$ cat src/rtl/vt4_pkg.sv
package vt4_pkg;

  localparam int unsigned DATA_W        = 32;
  localparam int unsigned PROD_W        = 2 * DATA_W;
  localparam int unsigned PAIR_W        = PROD_W + 1;
  localparam int unsigned SUM_W         = PROD_W + 2;
  localparam int unsigned N_DIM         = 4;
  localparam int unsigned N_COEF        = N_DIM * N_DIM;
  localparam int unsigned IDX_W         = $clog2(N_COEF);
  localparam int unsigned OP_W          = 2;
  localparam int unsigned FRAC_BITS_DEF = 16;

  typedef enum logic [OP_W-1:0] {
    OP_LOAD  = 2'd0,
    OP_VEC4  = 2'd1,
    OP_POINT = 2'd2
  } op_e;

  typedef logic signed [DATA_W-1:0] word_t;

  // per-stage load enables of the datapath
  typedef struct packed {
    logic en_b;
    logic en_c;
    logic en_d;
  } pipe_en_t;

endpackage

$ cat src/rtl/vt4_coef_store.sv
module vt4_coef_store import vt4_pkg::*; (
  input  logic             clk_i,
  input  logic             rst_ni,
  input  logic             we_i,
  input  logic [IDX_W-1:0] idx_i,
  input  word_t            data_i,
  output word_t            coef_o [N_COEF]
);

  word_t mem_q [N_COEF];

  always_ff @(posedge clk_i or negedge rst_ni) begin
    if (!rst_ni) begin
      for (int i = 0; i < N_COEF; i++) begin
        mem_q[i] <= '0;
      end
    end else if (we_i) begin
      mem_q[idx_i] <= data_i;
    end
  end

  assign coef_o = mem_q;

endmodule

$ cat config.mk
export PLATFORM = sky130hd
export DESIGN_NAME = vt4_coef_store
export DESIGN_NICKNAME = d
export VERILOG_FILES = /design/src/rtl/vt4_pkg.sv /design/src/rtl/vt4_coef_store.sv
export SDC_FILE = /design/constraint.sdc
export NUM_CORES = 1
export LEC_CHECK = 0
export ABC_AREA = 0
export BUFFER_PORTS_ARGS = -buffer_cell sky130_fd_sc_hd__buf_2
export CORE_ASPECT_RATIO = 0.7
export CORE_MARGIN = 1.5
export CORE_UTILIZATION = 47
export DETAILED_ROUTE_END_ITERATION = 16
export GPL_ROUTABILITY_DRIVEN = 0
export PLACE_DENSITY_LB_ADDON = 0.1
export SLEW_MARGIN = 5
export SYNTH_ARGS = -nofsm -noshare
export SYNTH_HDL_FRONTEND = slang
export SYNTH_SLANG_ARGS = --single-unit
$ cat constraint.sdc
create_clock -name clk_i -period 0.8 [get_ports clk_i]
set_input_delay 0.12 -clock clk_i [delete_from_list [all_inputs] [get_ports clk_i]]
set_output_delay 0.12 -clock clk_i [all_outputs]
set_load 0.01 [all_outputs]
# --- Yosys cells after proc, flatten, opt, wreduce, memory -nomap -nowiden ---
# Index checks and enable logic that the tools add are counted.
classes:
  muxes: 3
  n_lt_le_gt_ge: 2
  n_reduce_logical: 1
  bitwise: 1
op_table:
  columns: ["cell", "count"]
  rows:
  - ["512-bit bitwise mux", 1]
  - ["32-bit demux with 4-bit select", 1]
  - ["32-bit two-way mux", 1]
  - ["5-bit greater-or-equal comparator, second input constant", 1]
  - ["5-bit by 1-bit < comparator with 1-bit output, second input constant", 1]
  - ["4-bit NOT with 5-bit output", 1]
  - ["1-bit logical AND", 1]
word_totals:
  word_cells: 23
  register_bits: 512

# --- Longest topological paths before layout ---
# Gate-level depths: netlist (run 1).
logic_depth:
  ltp_word: 6
  ltp_mapped: 5
  mapped_depth_nobuf: 3

# --- Least setup slack after synthesis (run 1) ---
# No wires, ideal clock.
synth_path:
  path_type: "in2reg"
  from: "in idx_i[3]"
  to: "reg mem_q, in the netlist coef_o[355]"
  setup_ps: 128
  setup_slack_ps: -554
  n_path_buf: 2
  required_time_ps: 672
  arrival_time_ps: 1227
  path_stages: 5
  path_cell_list: "nand3b_1 > or3_1 > clkbuf_1 > buf_2 > mux2_1"
synth_via:
  elab_chain_cells: 6
  word_cells_on_any_way: 7
  cone_classes: "2 x order compare; 3 x mux; 1 x bitwise; 1 x reduce/logical"
synth_rtl:
  columns: ["item", "line", "rtl"]
  rows:
  - ["start, declared", "vt4_coef_store.sv:5", "input logic [IDX_W-1:0] idx_i,"]
  - ["4-bit NOT with 5-bit output (implied by the code) (*)", "vt4_coef_store.sv:18", "mem_q[idx_i] <= data_i;"]
  - ["5-bit greater-or-equal comparator (implied by the code) or 5-bit by 1-bit < comparator with 1-bit output (tied branches)", "vt4_coef_store.sv:18", null]
  - ["1-bit logical AND (implied by the code)", "vt4_coef_store.sv:18", null]
  - ["32-bit two-way mux (implied by the code)", "vt4_coef_store.sv:18", null]
  - ["32-bit demux with 4-bit select (*)", "vt4_coef_store.sv:18", null]
  - ["512-bit bitwise mux (*)", "vt4_coef_store.sv:18", null]
  - ["end signal, assigned by index", "vt4_coef_store.sv:18", null]
  - ["end, declared", "vt4_coef_store.sv:10", "word_t mem_q [N_COEF];"]
# Every way passes the cells marked *; elsewhere a longest branch is shown, timed or not.
# A chain may end at the register's enable or synchronous reset.

# --- Worst setup path in the final report (run 1) ---
layout_path:
  from: "reg mem_q, in the netlist coef_o[70]"
  to: "out coef_o[70] in the netlist's numbering"
layout_lines:
  columns: ["item", "line", "rtl"]
  rows:
  - ["end, declared", "vt4_coef_store.sv:7", "output word_t coef_o [N_COEF]"]
# No word-level cell between the ends.

==> summary.md, run 1 <==
| Metric | Value |
|---|---|
| Outcome | finished with violations |
| Failing checks | setup timing |
| Total internal power | 64.2 mW |
| CTS sink cnt | 512 |
| Gate power share | 33.5% |
| Sw frac | 28.6% |
| Height of the die | 172 µm |
| Worst Slack Setup Final | -0.472 ns |
| Sequential share of power | between 40% and 50% |
| Placed inst area | around 24000 µm² |
| Cell Chain, Critical Path | buf_2 |
| Area delta synth->final | 64.7% |
| Syn Nets | ~1200 |
| Slew Limit Headroom | between 60% and 70% |
| Fin nets | 2075 |
| Worst skew pair latency | about 0.56 ns |
| Largest register FFs | 512 |
| Power Density | 2860 nW/µm² |
| First-pass GRT wire length | ~93 mm |
| Crit path max-delay family | flip-flops |
| Syn Inst Count | 1133 |
| Layout cells sized above 1 | 74.4% |
| Cell row count | 61 |
| CP Max Fanout | 2 |
| F_max | 0.786 GHz |
| Post-Synth Adder-Cell Area | 0% |
| Crit path launch type | flip-flop |
| Bufs on Longest Clock Path | 3 |
| Chip width | 244 µm |
| H-tree depth | 2 |
| Crit end category | output port |
| Peak supply drop | 2.35 mV |
| Routed Antenna Nets | 0 |
| CP max-delay cell | dfrtp_1 |
| P_sw | 25.7 mW |
| Clk_skew | 0 ns |
| Slew Viols, Final | 0 |
| Vias post-DR | 13700 |
| Drt pass-1 iters | 5 |
| Initial Utilization | 47.9% |
| Compound-gate portion of the synthesized area | 0% |
| Worst EP arrival | 1.15 ns |
| Final min period | 1.27 ns |
| Input/output buffers | 550 |
| Post-synthesis area per instance | 16.9 µm² |
| DR vias/cell | 5.23 |
| Critical Path RT | 0.68 ns |
| I/O pin count | around 550 |
| Yosys cell types | 15 |
| Post-DP HPWL | 41.1 mm |
| Multiplexer share of the synthesized area | 30.2% |
| Final wirelength | 68.8 mm |
| Post-synthesis sequential area ratio | 67.1% |
| Root Driver | clkbuf_16 |
| Pre-CTS WS | -0.794 ns |
| Initial antenna violation count | 2 |
| CTS tree | built |
| Largest net degree at the start of global routing | 51 |
| Via count of the first global-routing pass | 13600 |
| RSZ-0062 raised after global routing | yes |
| Actual slew at the worst max-slew pin | 0.515 ns |
| Post-Syn Area | 19100 µm² |
| Core Area | 39900 µm² |
| Max Cap Viol | 0 |
| Final Hold Viols | 0 |
| Total GRT Usage | 30.1% |
| Routed len/inst | 26.4 µm |
| Slowest stage delay, CP | approximately 0.42 ns |
| XOR/XNOR Fraction of Synth Area | 0% |
| Critical path class | reg -> out |
| 1st-iter DRT viols | 737 |
| Clock share of power | approximately a quarter |
| Leak | 15.7 nW |
| Final period utilization | 159% |
| Main combinational cell family by area after synthesis | multiplexers |
| Design area | 31500 µm² |
| Post-Synth Simple-Gate Area | 0.675% |
| Min-Delay Path Class | in -> reg |
| CP bufs+invs | 1 |
| # DRC | 0 |
| Reg clk slew, reported paths | about 0.060 ns |
| Post-synthesis register bit count | 512 |
| CTS Buf Count | 49 |
| Final setup vio count | 1029 |
| Die area | 41900 µm² |
| Synth Warn # | 0 |
| GRT overflow | 0 |
==> power groups by stage <==
stage / clock network [mW] / registers, mW / logic (mW)
after floorplan: 0 / 38.2 / 6.88
after global placement: 0 / 35.2 / 19.7
after detailed placement: 0 / 35.5 / 20.0
after CTS: 23.8 / 35.7 / 26.6
after global routing: 25.1 / 36.8 / 31.5
final: 23.6 / 36.3 / 30.1
==> final timing paths <==
path / start / to / slack [ns] / cells after the start
max reg2reg: coef_o[402]$_DFFE_PN0P_ / coef_o[402]$_DFFE_PN0P_ / -0.24 / 3
max in group asynchronous: rst_ni / coef_o[171]$_DFFE_PN0P_ / -0.05 / 3
min in group asynchronous: rst_ni / coef_o[457]$_DFFE_PN0P_ / 0.13 / 3
min: data_i[4] / coef_o[356]$_DFFE_PN0P_ / 0.06 / 2
max: coef_o[70]$_DFFE_PN0P_ / coef_o[70] / -0.47 / 1
min reg2reg: coef_o[492]$_DFFE_PN0P_ / coef_o[492]$_DFFE_PN0P_ / 0.50 / 1
==> cell usage in the layout, fill, tap and decap left out, drive strengths merged, types with 2 or more instances in the layout <==
| cell type | synthesis | layout |
|---|---|---|
| clkinv | 0 | 6 |
| mux2 | 512 | 512 |
| dlygate4sd3 | 0 | 2 |
| nor2 | 10 | 10 |
| nand2b | 4 | 4 |
| buf | 48 | 923 |
| clkbuf | 37 | 89 |
| nand3b | 3 | 3 |
| or3 | 2 | 2 |
| diode | 0 | 2 |
| nand2 | 2 | 2 |
| bufinv | 0 | 2 |
| dfrtp | 512 | 512 |
==> kinds of logic after synthesis <==
family / after synthesis
DFF: 512
and+or+nand+nor: 24
buffers and inverters: 85
muxes: 512
==> synth_stat cells <==
master    instances  share of area [%]
buf_6             3               0.18
nand2_1           2              0.039
nand2b_1          4               0.13
nor2b_1           1              0.033
or3_1             2              0.065
nand3_1           1              0.026
mux2_1           10               0.59
nor3b_2           1              0.065
buf_1             3              0.059
buf_2            42                1.1
dfrtp_1         512                 67
nor2_1           10               0.20
nand3b_1          3               0.12
mux2_2          502                 30
clkbuf_1         37               0.73
==> what timing repair did <==
action | in CTS | in global routing
hold buffers | 2 | 0
cloned | 21 | 15
setup buffers | 170 | 132
setup endpoints to repair | 1024 | 1030
endpoints found under the hold margin | 512 | 0
gates resized for setup | 477 | 217
pin swaps | 7 | 10
==> area by class of cell <==
type	count	area, µm²
diodes	2	5.00
clock buffers	77	1510
clock inverters	10	106
fillers	2239	8460
multi-input cells	536	7240
flip-flops and latches	512	12800
well taps	535	669
repair buffers	937	9110
==> per-stage QoR <==
| step | hold WS [ns] | instances | power (mW) | util [%] | setup TNS, ns |
|---|---|---|---|---|---|
| floorplan | -0.176 | 1133 | 45.1 | - | -184.27 |
| global placement | -0.0650 | 2208 | 54.9 | 60.2 | -346.19 |
| detailed placement | -0.0635 | 2208 | 55.4 | 60.2 | -352.65 |
| CTS | 0.0336 | 2488 | 86.2 | 73.9 | -289.74 |
| global route | 0.0642 | 2609 | 93.3 | 78.8 | -328.94 |
| finish | 0.0606 | 2609 | 89.9 | 78.8 | -303.43 |
==> layer usage <==
layer / up-vias / share of wire (%) / track usage (%) / routed length (µm)
li1: 5781 / - / - / -
met1: 7286 / 42 / 40.4 / 29100
met2: 474 / 48 / 48.7 / 33000
met3: 109 / 6.8 / 8.00 / 4710
met4: 0 / 2.8 / 8.48 / 1920
met5: - / 0 / 0 / 0
No activity file was read; power rests on OpenSTA's default activity.
==> run 2: changes to the inputs <==
Settings changed: SETUP_SLACK_MARGIN from default to 0.1.
==> run 2 against run 1 <==
The flow finishes with violations (hold timing, setup timing). Utilization grew 1.4 points. Highest routed layer unchanged. Maximum frequency shrank 1.4%. Worst hold slack lost 0.11 ns. Sequential power is essentially flat. Critical path type unchanged. Sequential share of layout area shrank 0.71 points. Clock skew is the same. Critical path depth is the same. Largest power group unchanged. Sequential cell count is the same. Global-route usage shrank 0.25 points. First-iteration DRC count grew 1.8%. Critical endpoint is now coef_o[52]. Via count is essentially flat. Combinational power is essentially flat.
==> summary.md, run 2 (synthesis results as in run 1) <==
| Metric | Value |
|---|---|
| Outcome | finished with violations |
| Failing checks | hold timing, setup timing |
| Clk_skew | 0 ns |
| H-tree depth | 2 |
| Peak supply drop | 2.44 mV |
| Crit path max-delay family | flip-flops |
| Worst skew pair latency | 0.56 ns |
| Slew Limit Headroom | 65.1% |
| Critical path class | reg -> out |
| Drt pass-1 iters | 4 |
| Critical Path Source | coef_o[52]$_DFFE_PN0P_ |
| Commonest non-fill, non-tap cells in the layout | 512 x dfrtp_1, 422 x buf_6, 357 x mux2_4 |
| F_max | 0.775 GHz |
| Largest net degree at the start of global routing | just over 50 |
| Input/output buffers | 550 |
| CP max-delay cell | dfrtp_1 |
| Cell row count | 61 |
| Cell Chain, Critical Path | buf_6 |
| Area delta synth->final | 67.6% |
| Height of the die | about 170 µm |
| Routed len/inst | around 28 µm |
| 1st-iter DRT viols | 750 |
| CTS Buf Count | just under 50 |
| Initial Utilization | a little under half |
| Reg clk slew, reported paths | 0.06 ns |
| Placed inst area | 24000 µm² |
| Power Density | around 2800 nW/µm² |
| Reg-to-reg critical path startpoint | coef_o[52]$_DFFE_PN0P_ |
| Core Area | around 40000 µm² |
| Fin util | 80.2% |
| Commonest non-fill, non-tap cell in the layout | dfrtp_1 |
| Initial antenna violation count | 1 |
| First-pass GRT wire length | around 92 mm |
| Final min period | 1.29 ns |
| Total power draw | 90.3 mW |
| Worst EP arrival | around 1.2 ns |
| CP Max Fanout | 2 |
| Final Hold Viols | 6 |
| I/O pin count | 551 |
| Post-DP HPWL | 41.1 mm |
| Pre-CTS WS | -0.794 ns |
| Bufs on Longest Clock Path | 3 |
| CTS sink cnt | 512 |
| Layout cells sized above 1 | 74.2% |
| Chip width | 244 µm |
| Largest register FFs | 512 |
| Crit end category | output port |
| CTS tree | built |
| Max Cap Viol | 0 |
| Reg area | 12800 µm² |
| Via count of the first global-routing pass | 13500 |
| Min-Delay Path Class | in -> async |
| Final period utilization | 161% |
| CP bufs+invs | 1 |
| Final setup vio count | 1024 |
| Fin nets | roughly 2100 |
| Hold_ws | -0.0461 ns |
| Total GRT Usage | 29.9% |
| # DRC | 0 |
| RSZ-0062 raised after global routing | yes |
| Slowest stage delay, CP | between 0.4 and 0.5 ns |
| Final wirelength | 71.7 mm |
| GRT overflow | 0 |
| Slew Viols, Final | 0 |
| Vias post-DR | 13600 |
| Crit path launch type | flip-flop |
| Filler Cell Count | 2129 |
| DR vias/cell | around 5.3 |
| Root Driver | clkbuf_16 |
| Routed Antenna Nets | 0 |
| Leak | 15.9 nW |
| Design area | 32000 µm² |
| Hold-fix buffers, CTS | 1 |
| Multi-input gate area | 7400 µm² |
| Layout Cells excl Fill | 2586 |
| Dpl cells | 2208 |
| Worst Slack Setup Final | -0.490 ns |
| Actual slew at the worst max-slew pin | 0.524 ns |
| Critical Path RT | around 0.68 ns |
| Die area | around 42000 µm² |
==> run 2: cell count changes in the layout (fill, tap and decap cells not counted), sizes merged <==
cell         change
clkbuf          +18
diode            -1
dlygate4sd3      -1
buf             -39
==> run 2: worst paths after layout <==
check	end	slack (ns)	cells after the start
max reg2reg	coef_o[52]$_DFFE_PN0P_	-0.30	3
max	coef_o[52]	-0.49	1
min in group clk_i	coef_o[386]$_DFFE_PN0P_	0.08	2
min reg2reg	coef_o[492]$_DFFE_PN0P_	0.50	1
max in group asynchronous	coef_o[417]$_DFFE_PN0P_	0.19	4
min	coef_o[75]$_DFFE_PN0P_	-0.05	2
==> run 2: layer usage <==
layer / track usage, % / vias up / part of all wire [%]
li1: - / 5731 / -
met1: 39.6 / 7270 / 42
met2: 48.4 / 504 / 47
met3: 8.39 / 138 / 7.4
met4: 8.56 / 0 / 3.1
met5: 0 / - / 0
==> run 2: worst register-to-register path: stages, from the launching register on <==
cell	delay (ns)
dfrtp_1	0.44
buf_4	0.17
buf_4	0.12
mux2_4	0.26
==> run 2: final cells by class <==
class	instances	share of cell area [%]
clock buffer	77	4.73
sequential	512	40.0
tap	535	2.09
timing repair buffer	915	29.7
multi-input combinational	536	23.1
clock inverter	10	0.332
antenna	1	0.00782
==> run 2: where the power goes <==
part / switching, mW / internal [mW] / total [mW]
clock network: 10.0 / 13.6 / 23.6
registers: 4.51 / 32.0 / 36.5
logic: 11.3 / 18.9 / 30.2
==> run 2: metrics by stage <==
step                TNS [ns]  hold WS, ns
floorplan            -184.27       -0.176
global placement     -346.19      -0.0650
detailed placement   -352.65      -0.0635
CTS                  -279.31      -0.0618
global route         -328.44      -0.0595
finish               -302.47      -0.0461
==> run 2: repair_timing <==
| item | 4_1_cts | 5_1_grt |
|---|---|---|
| hold endpoints to repair | 512 | 6 |
| buffers inserted | 167 | 134 |
| endpoints found under the setup margin | 1024 | 1024 |
| gates resized for setup | 458 | 356 |
| pin swaps | 6 | 12 |
| gates cloned | 19 | 36 |
